`config.mk`:
```
export PLATFORM = sky130hd
export DESIGN_NAME = swm_ctrl
export DESIGN_NICKNAME = d
export VERILOG_FILES = /design/src/hdl/swm_pkg.sv /design/src/hdl/swm_ctrl.sv
export SDC_FILE = /design/constraint.sdc
export NUM_CORES = 1
export LEC_CHECK = 0
export BUFFER_PORTS_ARGS = -buffer_cell sky130_fd_sc_hd__buf_4
export CAP_MARGIN = 20
export CORE_ASPECT_RATIO = 0.7
export CORE_MARGIN = 10
export CORE_UTILIZATION = 35
export CTS_CLUSTER_DIAMETER = 30
export CTS_CLUSTER_SIZE = 8
export DETAILED_ROUTE_END_ITERATION = 7
export HOLD_SLACK_MARGIN = 0.05
export PLACE_DENSITY = 0.62
export SETUP_SLACK_MARGIN = 0.3
export SLEW_MARGIN = 20
export SYNTH_ARGS = -nofsm -noshare
export SYNTH_HDL_FRONTEND = slang
export SYNTH_SLANG_ARGS = --single-unit
```
`constraint.sdc`:
```
create_clock -name clk -period 5.9 [get_ports clk]
set_clock_uncertainty 0.15 [all_clocks]
set_input_delay 0.885 -clock clk [delete_from_list [all_inputs] [get_ports clk]]
set_output_delay 0.885 -clock clk [all_outputs]
set_load 0.01 [all_outputs]
```
`src/hdl/swm_pkg.sv`:
```
// Shared constants, types and codes for the sliding window maximum block.
package swm_pkg;

  localparam int WINDOW_MAX = 64;
  localparam int DATA_W     = 32;
  localparam int CFG_W      = 7;
  localparam int CNT_W      = $clog2(WINDOW_MAX + 1);
  localparam int IDX_W      = (WINDOW_MAX > 1) ? $clog2(WINDOW_MAX) : 1;
  localparam int LEN_W      = (CNT_W > CFG_W) ? CNT_W : CFG_W;
  localparam int GRP_SIZE   = 8;
  localparam int N_GRP      = (WINDOW_MAX + GRP_SIZE - 1) / GRP_SIZE;

  localparam int APB_DATA_W = 32;
  localparam int APB_ADDR_W = 3;

  localparam logic [CFG_W-1:0] WIN_RESET = CFG_W'(1);

  typedef enum logic [0:0] {
    REG_WINDOW_SIZE = 1'b0
  } reg_idx_t;

  typedef logic signed [DATA_W-1:0] sample_t;

  typedef struct packed {
    logic                  emit;
    logic [WINDOW_MAX-1:0] pick;
  } swm_step_t;

endpackage

```
`src/hdl/swm_ctrl.sv`:
```
// Live window length, sample count and result selection for the cell chain.
module swm_ctrl
  import swm_pkg::*;
(
  input  logic             clk,
  input  logic             rst_n,
  input  logic             step,
  input  logic             first,
  input  logic [CFG_W-1:0] win_cfg,
  output swm_step_t        step_o
);

  logic [CNT_W-1:0] len_r;
  logic [CNT_W-1:0] len_nxt;
  logic [CNT_W-1:0] seen_r;
  logic [CNT_W-1:0] seen_nxt;
  logic [CNT_W-1:0] base_len;
  logic [CNT_W-1:0] base_seen;
  logic [LEN_W-1:0] cfg_ext;
  logic [LEN_W-1:0] eff_w;
  logic [LEN_W-1:0] len_inc;
  logic [IDX_W-1:0] pick_idx;

  always_comb begin
    cfg_ext = LEN_W'(win_cfg);
    if (cfg_ext == '0) begin
      eff_w = LEN_W'(1);
    end else if (cfg_ext > LEN_W'(WINDOW_MAX)) begin
      eff_w = LEN_W'(WINDOW_MAX);
    end else begin
      eff_w = cfg_ext;
    end
  end

  // live length grows by one per sample, never past the current window
  always_comb begin
    base_len  = first ? '0 : len_r;
    base_seen = first ? '0 : seen_r;
    len_inc   = LEN_W'(base_len) + LEN_W'(1);
    len_nxt   = (len_inc > eff_w) ? CNT_W'(eff_w) : CNT_W'(len_inc);
    seen_nxt  = (base_seen < CNT_W'(WINDOW_MAX)) ? base_seen + CNT_W'(1) : base_seen;
    pick_idx  = IDX_W'(len_nxt - CNT_W'(1));
  end

  assign step_o.emit = (LEN_W'(seen_nxt) >= eff_w);

  for (genvar k = 0; k < WINDOW_MAX; k++) begin : g_pick
    assign step_o.pick[k] = (pick_idx == IDX_W'(k));
  end

  always_ff @(posedge clk) begin
    if (!rst_n) begin
      len_r  <= '0;
      seen_r <= '0;
    end else if (step) begin
      len_r  <= len_nxt;
      seen_r <= seen_nxt;
    end
  end

  a_len_le_seen: assert property (@(posedge clk) disable iff (!rst_n)
    len_r <= seen_r)
    else $error("live length exceeds samples seen");

  a_seen_sat: assert property (@(posedge clk) disable iff (!rst_n)
    seen_r <= CNT_W'(WINDOW_MAX))
    else $error("sample count past saturation");

  a_pick_onehot: assert property (@(posedge clk) disable iff (!rst_n)
    $onehot(step_o.pick))
    else $error("cell select not one-hot");

endmodule

```
==> results.cfg, run 1 <==
[grt]
grt_pass1_wl_mm = 11.25
antenna_found_initial = 0
track_usage = 0.1387
grt_max_degree = 44
grt_pass1_vias = 2049
grt_overflow = 0

[clock_network]
clock-sinks = 14
clkLatencyLatePin_ns = 0.24
cts_tree = yes
cts_max_level = 1
cts_hold_buf = 0
clockBufferDepth = 2
clkTransAtPathRegs_ns = 0.06
cts_buffers = 3
cts-root-buf = clkbuf_8

[hold_path]
min_from = len_r[6]$_SDFFE_PN0P_
worstHoldEndpoint = len_r[6]$_SDFFE_PN0P_
min_path_type = reg -> reg
hold_depth = 2

[finish]
num_antenna_cells = 0
fin_util = 0.5001
fill_cells = 556
syn_to_final_growth_pct = 38.39
mostFrequentLayoutCell = nor2_1
final_cell_mix = 81 x nor2_1, 77 x buf_4, 21 x nand2_1
drive_gt1_frac = 0.3190
layout.nets = 401

[sta]
tightest_slew_ns = 0.6077
max_freq_mhz = 186.7
relSlewSlack = 0.5934
min_period_ns = 5.358
setup_viol = 0
fin_tns_setup_ns = 0
drv_slew = 0
timing.final.hold_violations = 0
rsz0062_at_grt = false
fin_crit_sh = 0.9081

[routing]
vias_per_cell = 5.384
wl_met1_mm = 3.447
wl_per_cell_um = 16.88
drcViolationCount = 0
ant_nets = 0
highest_layer = met4
wl_met2_mm = 3.554
dr.first_iter.drc_count = 234
wl_mm = 7.563
vias = 2412
dr_wl_met3_um = 542
firstDrtPassIters = 5

[setup_path]
critPathLaunch = first
regToRegSetupSlack_ns = 2.67
crit_fanout = 23
r2r_start = len_r[0]$_SDFFE_PN0P_
rr_worst_depth = 15
endpoint_kind = primary output
critical_path_arrival_ns = 4.32
cp_data_required_time_ns = 4.87
crit_type = in -> out
regToRegEndpoint = len_r[3]$_SDFFE_PN0P_
startpoint_type = primary input

[synthesis]
synthesis.nets = 330
synth_area_sq_um = 2069
synth-main-ff-cell = dfxtp_1
synth_edf_count = 0
synth-seq-cells = 14
ys_warn_count = 0
ys_seq_area_frac = 0.1354
postSynthAreaPerCell_sq_um = 6.830
ys_types = 53
syn_inst = 303
async_flop_share = 0

[power_and_ir_drop]
power_density_nw_per_um2 = 136.1
leakagePower_nw = 1.239
ir_drop_mv = 0.05263

[place]
port_buffers = 75
place_congestion = 0.8916
dp_hpwl_mm = 5.864

[floorplan]
core_sq_um = 5727
die_h_um = 84.34
fp.dieW_um = 111.9
ios = 76
fp-row-count = 23
fp.dieArea_sq_um = 9438
start_util = 0.3614

[outcome]
status = complete, no violations

[job]
timing.max_cap.violations = 0
[area by class of cell]
| type | count | area [sq um] | share of cell area |
|---|---|---|---|
| well taps | 75 | 93.84 | 0.03277 |
| inverters | 9 | 33.78 | 0.01180 |
| flip-flops and latches | 14 | 280.3 | 0.09786 |
| repair buffers | 80 | 643.1 | 0.2246 |
| clock buffers | 4 | 55.05 | 0.01922 |
| multi-input cells | 266 | 1758 | 0.6138 |
[kinds of logic after synthesis]
family	after synthesis	synth area share
buf+inv	24	0.05381
mux	14	0.07981
xor+xnor	8	0.03386
simple gates	162	0.3718
fa+ha+maj	16	0.09673
flops	14	0.1354
compound gates	65	0.2285
[cells in the mapped netlist, types with 7 or more instances]
| master | n | share of area |
|---|---|---|
| nor2b_1 | 8 | 0.024 |
| nor2_2 | 9 | 0.027 |
| o32a_1 | 7 | 0.034 |
| nor2_1 | 82 | 0.15 |
| nand2_1 | 21 | 0.038 |
| o21ai_0 | 8 | 0.019 |
| ha_1 | 16 | 0.097 |
| mux2i_1 | 9 | 0.044 |
| dfxtp_1 | 14 | 0.14 |
| nor4_1 | 7 | 0.021 |
| a21oi_1 | 21 | 0.051 |
| inv_1 | 9 | 0.016 |
[flip-flops by register name, indices dropped and copies added (netlist names)]
name    cells
len_r       7
seen_r      7
[how the worst max path moves through the flow]
stage                 endpoint  slack (ns)  cells past startpoint
CTS                 step_o[17]        0.32                     16
floorplan           step_o[37]        0.74                     15
finish              step_o[28]        0.54                     16
global placement    step_o[34]        0.35                     16
global route        step_o[38]        0.32                     16
detailed placement  step_o[17]        0.20                     16
[power by group]
part           switching (mW)  internal (mW)
combinational           0.114         0.0776
sequential            0.00619         0.0990
clock                  0.0337         0.0591
total                   0.154          0.236
[critical path: stages]
cell and delay [ns]:
buf_4 0.19, nand2b_2 0.25, inv_2 0.15, ha_4 0.21
nand2_1 0.08, or3_1 0.33, a21oi_2 0.19, ha_1 0.27
a21oi_1 0.12, o21ai_0 0.16, o21ai_2 0.25, buf_12 0.20
mux2_4 0.39, mux2_4 0.39, nor2_1 0.11, buf_4 0.13
[metrics by stage]
stage          area (sq um)  instances  setup slack, ns  hold WS [ns]  power (mW)
5_1_grt                2864        448           0.3158        0.4073      0.4132
3_3_place_gp           2669        439           0.3482        0.3431      0.2715
4_1_cts                2736        443           0.3179        0.3691      0.3665
2_1_floorplan          2069        303           0.7380        0.3128      0.2237
3_5_place_dp           2669        439           0.2038        0.3604      0.2724
6_report               2864        448           0.5424        0.3740      0.3899
[routing by layer]
| metal | GRT usage | vias up |
|---|---|---|
| li1 | - | 1218 |
| met1 | 0.1858 | 1103 |
| met2 | 0.2270 | 89 |
| met3 | 0.03412 | 2 |
| met4 | 0.01048 | 0 |
| met5 | 0 | - |
[timing repair]
item,4_1_cts,5_1_grt
setup endpoints to repair,62,62
setup buffers,0,3
resized for setup,3,11
gates cloned,0,2
pin swaps,0,2
No activity file was read; power rests on OpenSTA's default activity.
==> run 2, diff against run 1 <==
Clock period 5.9 ns to 6.7 ns, I/O delays scaled along.
==> run 2 against run 1 <==
Compared with the run above: cell area down 4.8%; sequential cell count unchanged; non-clock buffer count down 3; worst hold slack worse by 0.0087 ns; combinational power down 23%; highest routed layer unchanged.
==> results.cfg, run 2 (synthesized netlist as in run 1, its figures left out) <==
[outcome]
status = complete, no violations

[routing]
wl_per_cell_um = 16.59
drcViolationCount = 0
dr.first_iter.drc_count = 201
vias = 2429
wl_mm = 7.366
vias_per_cell = 5.471
ant_nets = 0
firstDrtPassIters = 5

[setup_path]
endpoint_kind = primary output
crit_buf_inv = 3
r2r_start = len_r[0]$_SDFFE_PN0P_
startpoint_type = primary input
worst-path-stages = 15
rr_worst_depth = 13
critical_path_arrival_ns = 4.96
critPathLaunch = first
crit_fanout = 23
critical_path.cell_chain = buf_4 > nand2b_1 > inv_1 > ha_1 > nand3_1 > xor2_1 > nor2_1 > ha_1 > a21oi_1 > o21ai_0 > o21ai_4 > nor3b_1 > a31oi_1 > nor2_1 > buf_4
crit_family = simple AND/OR/NAND/NOR gates
cp_slowest_cell = nor3b_1
crit_path_max_incr_delay_ns = 0.64
crit_type = in -> out
cp_data_required_time_ns = 5.54

[clock_network]
cts-root-buf = clkbuf_8
clockBufferDepth = 2
clock-sinks = 14
clkTransAtPathRegs_ns = 0.06
cts_max_level = 1
cts_tree = yes
clkLatencyLatePin_ns = 0.25
cts_hold_buf = 0
cts_buffers = 3

[grt]
grt_max_degree = 24
grt_pass1_vias = 2130
grt_pass1_wl_mm = 11.80
antenna_found_initial = 0
track_usage = 0.1452
grt_overflow = 0

[power_and_ir_drop]
ir_drop_mv = 0.06484
leakagePower_nw = 1.200
internal-power_mw = 0.1937
power_density_nw_per_um2 = 119.1
pwr-share-clk = 0.260
swShare = 0.4036
p_comb_frac = 0.455
switchingPower_mw = 0.1311
pwr-share-seq = 0.285

[floorplan]
ios = 76
fp.dieW_um = 111.9
start_util = 0.3614
fp-row-count = 23
fp.dieArea_sq_um = 9438
die_h_um = 84.34
core_sq_um = 5727

[sta]
fin_tns_setup_ns = 0
max_freq_mhz = 163.6
min_period_ns = 6.114
fin_crit_sh = 0.9126
rsz0062_at_grt = true
tightest_slew_ns = 0.8559
relSlewSlack = 0.4276
timing.final.hold_violations = 0
setup_viol = 0
drv_slew = 0

[place]
dp_hpwl_mm = 5.989
place_congestion = 0.8802
placed_cells = 440
port_buffers = 75

[finish]
drive_gt1_frac = 0.2873
num_antenna_cells = 0
syn_to_final_growth_pct = 31.74
instances_no_fill = 444
reg_top3 = len_r (7), seen_r (7)
fill_cells = 572
final_cell_mix = 82 x nor2_1, 77 x buf_4, 21 x nand2_1, 21 x a21oi_1, 16 x ha_1
multi_input_area_sq_um = 1685
layout.nets = 397
seq_area_sq_um = 280.3
mostFrequentLayoutCell = nor2_1

[hold_path]
min_path_type = reg -> reg
hold_depth = 2
min_from = len_r[6]$_SDFFE_PN0P_

[job]
timing.max_cap.violations = 0
run 2: tightest hold or removal path: cells and delay by family (launching register included):
| kind | cells | cell delay, ns |
|---|---|---|
| flip-flops | 1 | 0.31 |
| AO/OA/AOI/OAI | 1 | 0.05 |
| AND/OR/NAND/NOR | 1 | 0.10 |
run 2: area by class of cell:
type,instances,area share
clock buffers,4,0.02019
inverters,9,0.01239
multi-input cells,265,0.6182
flip-flops and latches,14,0.1028
well taps,75,0.03442
repair buffers,77,0.2120
run 2: timing repair:
item | in CTS | in global routing
buffers inserted | 0 | 0
gates resized for setup | 0 | 1
setup endpoints to repair | 0 | 57
run 2: power by group through the flow:
stage,Sequential (mW),Combinational (mW),Clock [mW]
detailed placement,0.0942,0.145,0
global route,0.0934,0.162,0.0913
finish,0.0925,0.148,0.0844
CTS,0.0924,0.145,0.0867
global placement,0.0942,0.144,0
floorplan,0.0926,0.104,0
run 2: worst paths after layout:
| kind | slack [ns] | endpoint |
|---|---|---|
| worst max-delay path | 0.59 | step_o[37] |
| worst min register to register | 0.37 | len_r[6]$_SDFFE_PN0P_ |
| worst min-delay path | 0.37 | len_r[6]$_SDFFE_PN0P_ |
| worst max register to register | 2.98 | len_r[3]$_SDFFE_PN0P_ |
run 2: metrics by stage:
stage	hold slack [ns]	area, sq um	setup slack, ns	power, mW	util
4_1_cts	0.3634	2719	0.5448	0.3245	0.4748
2_1_floorplan	0.3128	2069	1.298	0.1970	-
6_report	0.3652	2726	0.5857	0.3247	0.4761
3_5_place_dp	0.3547	2664	0.5592	0.2393	0.4652
5_1_grt	0.4016	2726	0.2937	0.3464	0.4761
3_3_place_gp	0.3365	2664	0.6425	0.2387	0.4652
run 2: per-layer routing:
layer  part of all wire  up-vias  global-route usage
met5                  0        -                   0
met4             0.0024        0             0.01746
met3              0.075        4             0.02843
met2               0.47      105              0.2297
met1               0.45     1118              0.2023
li1                   -     1202                   -
