===== src/hdl/swm_pkg.sv =====
// Shared constants, types and codes for the sliding window maximum block.
package swm_pkg;

  localparam int WINDOW_MAX = 64;
  localparam int DATA_W     = 32;
  localparam int CFG_W      = 7;
  localparam int CNT_W      = $clog2(WINDOW_MAX + 1);
  localparam int IDX_W      = (WINDOW_MAX > 1) ? $clog2(WINDOW_MAX) : 1;
  localparam int LEN_W      = (CNT_W > CFG_W) ? CNT_W : CFG_W;
  localparam int GRP_SIZE   = 8;
  localparam int N_GRP      = (WINDOW_MAX + GRP_SIZE - 1) / GRP_SIZE;

  localparam int APB_DATA_W = 32;
  localparam int APB_ADDR_W = 3;

  localparam logic [CFG_W-1:0] WIN_RESET = CFG_W'(1);

  typedef enum logic [0:0] {
    REG_WINDOW_SIZE = 1'b0
  } reg_idx_t;

  typedef logic signed [DATA_W-1:0] sample_t;

  typedef struct packed {
    logic                  emit;
    logic [WINDOW_MAX-1:0] pick;
  } swm_step_t;

endpackage


===== src/hdl/swm_cell.sv =====
// One chain cell: running maximum of the last samples, handed to the next cell.
module swm_cell
  import swm_pkg::*;
(
  input  logic    clk,
  input  logic    rst_n,
  input  logic    step,
  input  sample_t sample,
  input  sample_t prev,
  input  logic    pick,
  output sample_t val,
  output sample_t pick_val
);

  sample_t val_r;
  sample_t val_nxt;
  logic    pick_r;

  assign val_nxt  = (prev > sample) ? prev : sample;
  assign val      = val_r;
  assign pick_val = pick_r ? val_r : '0;

  always_ff @(posedge clk) begin
    if (!rst_n) begin
      pick_r <= 1'b0;
    end else if (step) begin
      pick_r <= pick;
    end
  end

  always_ff @(posedge clk) begin
    if (step) begin
      val_r <= val_nxt;
    end
  end

endmodule


===== config.mk =====
export PLATFORM = sky130hd
export DESIGN_NAME = swm_cell
export DESIGN_NICKNAME = d
export VERILOG_FILES = /design/src/hdl/swm_pkg.sv /design/src/hdl/swm_cell.sv
export SDC_FILE = /design/constraint.sdc
export NUM_CORES = 1
export LEC_CHECK = 0
export ABC_AREA = 0
export BUFFER_PORTS_ARGS = -buffer_cell sky130_fd_sc_hd__buf_4
export CAP_MARGIN = 20
export CORE_AREA = 2 2 75 77
export DETAILED_ROUTE_END_ITERATION = 8
export DIE_AREA = 0 0 77 79
export PLACE_DENSITY = 0.94
export SYNTH_ARGS = -nofsm -noshare
export SYNTH_HDL_FRONTEND = slang
export SYNTH_SLANG_ARGS = --single-unit

===== constraint.sdc =====
create_clock -name clk -period 7.6 [get_ports clk]
set_input_delay 0.38 -clock clk [delete_from_list [all_inputs] [get_ports clk]]
set_output_delay 0.38 -clock clk [all_outputs]
set_load 0.01 [all_outputs]

==> results by group, run 1 <==
STA
  • Slew @ Worst Pin: 904 ps
  • Fin Setup TNS: 0 ps
  • Final Skew: 0 ps
  • Final hold vios: 0
  • Tmin final: 3500 ps
  • Period utilization: 46.0%
  • Max-slew violation count: 0
  • Setup-failing EPs final: 0
  • Max frequency: 0.286 GHz
  • Unrepaired setup endpoints after global routing: no
  • Slew Limit Headroom: 39.7%

Yosys
  • Seq/Total Area, Yosys: 38.3%
  • Avg Inst Size Synth: 11.9 um^2
  • Count leader, synth: inv_1
  • Post-synth top cells: inv_1 (33), and2_1 (32), edfxtp_1 (32), ha_1 (32), mux2_4 (30)
  • Area share of the largest cell type after synthesis: 37.5%
  • Post-synth EDFFs: 32
  • Compound-gate portion of the synthesized area: 7.47%
  • Yosys reg bits: 33
  • Xor/xnor share of the synthesized area: 0%
  • Ys Warns: 0
  • Primary FF master, synth: edfxtp_1
  • Async set-reset flop share out of synthesis: 0%
  • Post-synthesis mux area share: 18.9%
  • Syn Inst Count: 216
  • Synth Area in Simple Gates: 13.1%
  • Distinct cells, synth: 33
  • Synth Area in Adders: 15.6%
  • Largest family of logic cells by synthesized area: multiplexers
  • Syn Nets: 316
  • Synth top area cells: edfxtp_1 (38%), mux2_4 (18%), ha_1 (16%)
  • Synth Cell Area: 2560 um^2
  • Synth area leader: edfxtp_1

Cells and area
  • Diode count: 0
  • Finished Core Util: 69.4%
  • Register area: 981 um^2
  • Number of nets in the layout: 449
  • Layout area overhead: 44.6%
  • Fillers: 411
  • Post-route insts no fill: 422
  • Fin area: 3700 um^2
  • Layout cell share with drive strength beyond 1: 49.7%
  • Multi-input logic area: 1410 um^2

Detailed routing
  • Initial DRT Pass Iterations: 4
  • DRC violations left: 0
  • Vias: 2100
  • Via density: 4.98
  • Antenna viol nets, final: 0
  • DR WL/cell: 14.6 um
  • Total Routed Length: 6.17 mm
  • Starting DRT DRC Count: 50

Hold path
  • Worst Hold Class: in2reg

Placed design
  • Placed insts: 414
  • Hpwl dp: 5.23 mm
  • Placed Area: 3600 um^2
  • IO Port Bufs: 131
  • Final GP Congestion: 0.803

Global routing
  • Met1 Track Usage GR: 20.2%
  • Most Used Layer, Global Route: met2
  • First-pass GRT wire length: 9.67 mm
  • Initial antenna violation count: 0
  • GR Util met2: 40.2%
  • Largest net degree at the start of global routing: 34
  • M3 GR Usage: 3.86%
  • Vias in the first global route: 2100
  • Global Route Usage Sum: 20.5%
  • GRT Residual Overflow: 0

Setup path
  • Max FO, Critical Path: 21
  • Arrival @ worst endpoint: 3530 ps
  • Critical path class: in2reg
  • Most used cell, CP: buf_4
  • CP Capture Type: flop
  • CP bufs+invs: 3
  • CP max-delay cell: a311oi_4
  • Delay of the slowest critical-path stage: 800 ps
  • CP delay by family, top: compound AO/OA/AOI/OAI gates
  • Critical-path cell list: buf_4 > inv_1 > ha_1 > a21o_1 > a221o_1 > a2111oi_4 > nor2_2 > a311oi_4 > buf_4 > mux2_4
  • Startpoint types: input port
  • Worst path required time: 7630 ps

Clock tree
  • CTS Buf Count: 5
  • Register clock-pin slew on the reported worst setup and hold paths: 70 ps
  • H-tree lvl count: 2
  • Clock root buffer: clkbuf_8
  • Clk sink count: 33
  • Clock buffer depth: 2
  • Cts repair resizes: 0
  • TritonCTS clock tree: built
  • CTS hold repair buffers: 0
  • Setup bufs post-CTS: 0
  • Clock latency on the worst-skew pair: 280 ps

Floorplan
  • Row Count: 27
  • I/O pins: 132
  • Die height: 79 um
  • Die area: 6080 um^2
  • Placeable Area: 5340 um^2
  • DIE WIDTH: 77 um
  • Initial Util: 48.0%

Power and ir drop
  • Power Density: 159 nW/um^2
  • Max VDD drop: 0.0849 mV
  • Lkg Pwr: 0.00193 uW

Job
  • Max-cap violations: 0

Outcome
  • Status: completed
routing by layer:
layer,share of wire (%),up-vias
met5,0,-
met4,3.3,0
met3,4.7,17
met2,57,77
met1,35,971
li1,-,1035
metrics by stage:
| stage | hold WS, ps | setup slack [ps] | total power (uW) |
|---|---|---|---|
| after floorplan | 492 | 4710 | 345 |
| after global placement | 596 | 3810 | 427 |
| after detailed placement | 601 | 3780 | 436 |
| after CTS | 303 | 4090 | 595 |
| after global routing | 308 | 3860 | 617 |
| final | 308 | 4100 | 589 |
layout by cell type (no fill, tap or decap), types with 2 or more instances in the layout:
master and count:
mux2_2 2, edfxtp_1 32, nand4_1 8, nand3_1 4, mux2_4 30, buf_4 132
nand2_1 2, a21oi_1 9, clkbuf_8 5, inv_1 33, nor2_1 2, and2_1 32
nor2b_1 2, a21o_1 4, ha_1 32
registers in the layout (all words and copies together) (netlist names):
register  count
pick_r        1
val          32
power breakdown:
| part | leakage, uW | total [uW] | internal [uW] | switching [uW] |
|---|---|---|---|---|
| clock | 0.0000528 | 159 | 96.7 | 62.5 |
| combinational | 0.00155 | 192 | 113 | 79.2 |
| sequential | 0.000321 | 238 | 226 | 12.2 |
| total | 0.00193 | 589 | 435 | 154 |
final timing paths:
path / startpoint / cells past startpoint / slack, ps / to
max: sample[17] / 10 / 4100 / val[5]
min reg2reg: pick_r / 2 / 880 / pick_r
max reg2reg: pick_r / 2 / 6480 / pick_r
min: rst_n / 2 / 310 / pick_r
kinds of logic after synthesis:
| kind of cell | after synthesis |
|---|---|
| buffers and inverters | 39 |
| adders and majority gates | 32 |
| DFF | 33 |
| AOI/OAI and AO/OA | 23 |
| muxes | 33 |
| and+or+nand+nor | 56 |
layout make-up:
type / count / area share (%)
multi-input cells: 144 / 38.1
repair buffers: 132 / 26.8
flip-flops and latches: 33 / 26.5
inverters: 33 / 3.34
well taps: 72 / 2.43
clock buffers: 6 / 1.96
clock inverters: 2 / 0.912
No activity file was read; power rests on OpenSTA's default activity.
==> inputs of run 2 (changes only) <==
CORE_AREA = 2 2 82 84   (was 2 2 75 77)
DIE_AREA = 0 0 84 86   (was 0 0 77 79)
PLACE_DENSITY = 0.85   (was 0.94)
clock period = 2.9 ns   (was 7.6 ns; I/O delays follow)
==> run 2 against run 1 <==
Combinational power increased to 2.7 times the previous value. First-iteration DRC count increased by 8.0%. Clock power increased by 120%. Global-route usage decreased by 3.4 points. Final cell count increased by 2.1%. Non-clock buffer count increased by 4. Critical endpoint is now val[31]. Largest power group unchanged.
==> results by group, run 2 (synthesized netlist as in run 1, its figures left out) <==
Detailed routing
  • DR WL/cell: 14.4 um
  • DRC violations left: 0
  • Vias: 2149
  • Antenna viol nets, final: 0
  • Via density: 4.99
  • Initial DRT Pass Iterations: 4
  • Total Routed Length: 6.23 mm
  • Starting DRT DRC Count: 54

Cells and area
  • Layout cell share with drive strength beyond 1: 50.3%
  • Fin area: 3720 um^2
  • Diode count: 0
  • Fillers: 559
  • Most common cell after layout, fill and taps aside: buf_4
  • Commonest cells after routing, fill and taps aside: buf_4 (136), inv_1 (33), and2_1 (32), ha_1 (32), edfxtp_1 (32)
  • Layout area overhead: 45.4%
  • Multi-input logic area: 1410 um^2
  • Number of nets in the layout: 453
  • Max reg flops: 32
  • Register area: 981 um^2

Global routing
  • First-pass GRT wire length: 9.89 mm
  • Largest net degree at the start of global routing: 34
  • M3 GR Usage: 3.27%
  • GRT Residual Overflow: 0
  • Met1 Track Usage GR: 19.3%
  • Vias in the first global route: 2120
  • Most Used Layer, Global Route: met2
  • GR Util met2: 32.6%
  • Global Route Usage Sum: 17.0%
  • Initial antenna violation count: 0

Placed design
  • Placed Area: 3630 um^2
  • Hpwl dp: 5.20 mm
  • IO Port Bufs: 131
  • Final GP Congestion: 0.787

Floorplan
  • Row Count: 29
  • Die height: 86 um
  • I/O pins: 132
  • Initial Util: 40.8%
  • DIE WIDTH: 84 um
  • Die area: 7220 um^2
  • Placeable Area: 6280 um^2

Power and ir drop
  • Gate power share: 34.2%
  • Max VDD drop: 0.218 mV
  • Switching Power: 401 uW
  • Switching share of power: 27.0%
  • Reg power frac: 41.9%
  • Lkg Pwr: 0.00194 uW
  • Internal power: 1090 uW
  • Clock power frac: 23.9%
  • Power Density: 399 nW/um^2

Setup path
  • Critical-path cell list: buf_4 > inv_1 > ha_1 > a21o_1 > a221o_1 > a2111oi_4 > nor2_2 > a311oi_4 > buf_4 > mux2_2
  • Startpoint types: input port
  • Worst path required time: 2920 ps
  • Most used cell, CP: buf_4
  • Critical path class: in2reg
  • CP max-delay cell: a2111oi_4
  • Delay of the slowest critical-path stage: 390 ps
  • Arrival @ worst endpoint: 2570 ps
  • Max FO, Critical Path: 12
  • CP Capture Type: flop

Clock tree
  • Clk sink count: 33
  • H-tree lvl count: 2
  • CTS Buf Count: 5
  • Clock root buffer: clkbuf_8
  • CTS hold repair buffers: 0
  • Cts repair resizes: 0
  • TritonCTS clock tree: built
  • Clock latency on the worst-skew pair: 270 ps
  • Clock buffer depth: 2
  • Setup bufs post-CTS: 0
  • Register clock-pin slew on the reported worst setup and hold paths: 70 ps

STA
  • Setup-failing EPs final: 0
  • Final Skew: 0 ps
  • Unrepaired setup endpoints after global routing: no
  • Final hold vios: 0
  • Fin Setup TNS: 0 ps
  • Slew @ Worst Pin: 826 ps
  • Tmin final: 2550 ps
  • Max frequency: 0.392 GHz
  • Max-slew violation count: 0
  • Period utilization: 87.9%
  • Slew Limit Headroom: 44.8%

Hold path
  • Worst Hold Class: in2reg

Job
  • Max-cap violations: 0

Outcome
  • Status: completed
run 2: cell count changes in the layout (fill, tap and decap cells not counted):
cell / before / now
buf_4: 132 / 136
bufinv_16: 1 / 0
clkbuf_1: 1 / 2
clkbuf_8: 5 / 6
clkinv_1: 1 / 0
run 2: metrics by stage:
| step | total power (uW) | hold WS (ps) | cells | utilization [%] | worst slack [ps] |
|---|---|---|---|---|---|
| 2_1_floorplan | 903 | 257 | 216 | - | 243 |
| 3_3_place_gp | 1130 | 359 | 423 | 57.9 | 113 |
| 3_5_place_dp | 1150 | 360 | 423 | 57.9 | 62.5 |
| 4_1_cts | 1500 | 70.6 | 431 | 59.3 | 350 |
| 5_1_grt | 1560 | 76.8 | 431 | 59.3 | 280 |
| 6_report | 1490 | 74.3 | 431 | 59.3 | 352 |
run 2: area by class of cell:
cell class                      count  share of cell area, %
Inverter                           33                   3.33
Multi-Input combinational cell    144                   37.9
Timing Repair Buffer              136                   27.4
Tap cell                           77                   2.59
Sequential cell                    33                   26.3
Clock buffer                        8                   2.42
run 2: worst paths after layout:
| kind | startpoint | endpoint | slack [ps] | cells past startpoint |
|---|---|---|---|---|
| max reg2reg | pick_r | pick_r | 1700 | 2 |
| max | sample[17] | val[31] | 350 | 10 |
| min | rst_n | pick_r | 70 | 2 |
| min reg2reg | pick_r | pick_r | 940 | 2 |
run 2: critical path: cells and delay by family:
kind | cells | cell delay, ps
AOI/OAI and AO/OA | 4 | 1240
adders and majority gates | 1 | 300
buffers and inverters | 3 | 430
muxes | 1 | 380
and+or+nand+nor | 1 | 80
run 2: layer usage:
metal,vias up,share of wire [%]
met5,-,0
met4,0,0.90
met3,4,5.4
met2,75,55
met1,1028,38
li1,1042,-
run 2: power by group through the flow:
stage	clock network (uW)	registers (uW)	logic, uW
2_1_floorplan	0	651	252
3_3_place_gp	0	631	497
3_5_place_dp	0	635	512
4_1_cts	361	625	513
5_1_grt	382	633	549
6_report	355	623	509
==> inputs of run 3 (changes only) <==
ABC_AREA = not set   (was 0)
CORE_AREA = 2 2 81 83   (was 2 2 82 84)
CTS_BUF_LIST = sky130_fd_sc_hd__clkbuf_8   (was not set)
DIE_AREA = 0 0 83 85   (was 0 0 84 86)
PLACE_DENSITY = 0.86   (was 0.85)
==> run 3 against run 2 <==
Clock power shrank 9.3%. Global-route usage increased by 0.71 points. Critical path type unchanged. Die area is 2.3% lower. Register-to-register slack got worse by 20 ps. Non-clock buffer count is the same.
==> results by group, run 3 (synthesized netlist as in run 1, its figures left out) <==
Detailed routing
  • Starting DRT DRC Count: 55
  • Vias: 2086
  • Antenna viol nets, final: 0
  • DRC violations left: 0
  • Via density: 4.84
  • DR WL/cell: 14.7 um
  • Initial DRT Pass Iterations: 6
  • Total Routed Length: 6.33 mm

Global routing
  • Initial antenna violation count: 0
  • First-pass GRT wire length: 10.1 mm
  • Largest net degree at the start of global routing: 34
  • Global Route Usage Sum: 17.7%
  • GRT Residual Overflow: 0
  • Vias in the first global route: 2154

Power and ir drop
  • Power Density: 392 nW/um^2
  • Switching share of power: 27.6%
  • Switching Power: 402 uW
  • Clock power frac: 22.1%
  • Max VDD drop: 0.202 mV
  • Internal power: 1050 uW
  • Reg power frac: 42.8%
  • Lkg Pwr: 0.00194 uW
  • Gate power share: 35.1%

Outcome
  • Status: completed

Setup path
  • Worst path required time: 2920 ps
  • Startpoint types: input port
  • Crit path from: sample[17]
  • Reg2Reg Launch Point: pick_r
  • Max FO, Critical Path: 12
  • CP Capture Type: flop
  • Critical path class: in2reg
  • Arrival @ worst endpoint: 2570 ps

Floorplan
  • Placeable Area: 6200 um^2
  • DIE WIDTH: 83 um
  • Row Count: 29
  • Die height: 85 um
  • Initial Util: 41.3%
  • I/O pins: 132
  • Die area: 7060 um^2

Clock tree
  • Clock latency on the worst-skew pair: 270 ps
  • H-tree lvl count: 2
  • Cts repair resizes: 0
  • Clock buffer depth: 2
  • TritonCTS clock tree: built
  • Setup bufs post-CTS: 0
  • CTS Buf Count: 5
  • Clk sink count: 33
  • CTS hold repair buffers: 0
  • Clock root buffer: clkbuf_8
  • Register clock-pin slew on the reported worst setup and hold paths: 60 ps

STA
  • Max-slew violation count: 0
  • Final hold vios: 0
  • Unrepaired setup endpoints after global routing: no
  • Final Skew: 0 ps
  • Period utilization: 88.0%
  • Fin Setup TNS: 0 ps
  • Max frequency: 0.392 GHz
  • Slew Limit Headroom: 45.0%
  • Tmin final: 2550 ps
  • Worst setup margin: 348 ps
  • Setup-failing EPs final: 0
  • Slew @ Worst Pin: 824 ps

Hold path
  • Worst Hold Class: in2reg
  • Min-delay src: rst_n

Job
  • Max-cap violations: 0

Cells and area
  • Most common cell after layout, fill and taps aside: buf_4
  • Layout area overhead: 45.0%
  • Number of nets in the layout: 453
  • Max reg flops: 32
  • Finished Core Util: 59.9%
  • Layout cell share with drive strength beyond 1: 50.3%
  • Diode count: 0
  • Commonest cells after routing, fill and taps aside: buf_4 (136), inv_1 (35), and2_1 (32), ha_1 (32), edfxtp_1 (32)
  • Fillers: 543

Placed design
  • IO Port Bufs: 131
  • Placement Setup Slack: 42.7 ps
  • Hpwl dp: 5.34 mm
  • Final GP Congestion: 0.797
-- run 3: layout make-up --
cell class | count | area [um^2] | area share [%]
clock inverters | 3 | 12.5 | 0.337
repair buffers | 136 | 1020 | 27.5
clock buffers | 5 | 68.8 | 1.85
flip-flops and latches | 33 | 981 | 26.4
multi-input cells | 144 | 1410 | 38.0
well taps | 77 | 96.3 | 2.59
inverters | 33 | 124 | 3.33
-- run 3: worst paths after layout --
path,endpoint,cells past startpoint,slack [ps]
min,pick_r,2,90
max reg2reg,pick_r,2,1680
min reg2reg,pick_r,2,960
max,val[16],10,350
-- run 3: power by group through the flow --
stage | clock, uW | sequential, uW | combinational, uW
floorplan | 0 | 651 | 252
global placement | 0 | 633 | 500
detailed placement | 0 | 636 | 515
CTS | 335 | 625 | 517
global route | 355 | 632 | 553
finish | 322 | 624 | 511
-- run 3: critical path, cell delays in order --
cell       delay, ps
buf_4             90
inv_1             30
ha_1             310
a21o_1           190
a221o_1          370
a2111oi_4        410
nor2_2            80
a311oi_4         310
buf_4            310
mux2_4           320
-- run 3: per-stage QoR --
stage / power [uW] / cell area (um^2) / hold WS, ps / cells
floorplan: 903 / 2560 / 257 / 216
global placement: 1130 / 3630 / 365 / 423
detailed placement: 1150 / 3630 / 364 / 423
CTS: 1480 / 3710 / 75.7 / 431
global route: 1540 / 3710 / 78.2 / 431
finish: 1460 / 3710 / 86.9 / 431
-- run 3: per-layer routing --
metal | global-route usage (%) | up-vias | share of wire (%)
li1 | - | 1044 | -
met1 | 19.6 | 969 | 39
met2 | 33.9 | 63 | 55
met3 | 3.21 | 10 | 3.8
met4 | 6.41 | 0 | 1.9
met5 | 0 | - | 0
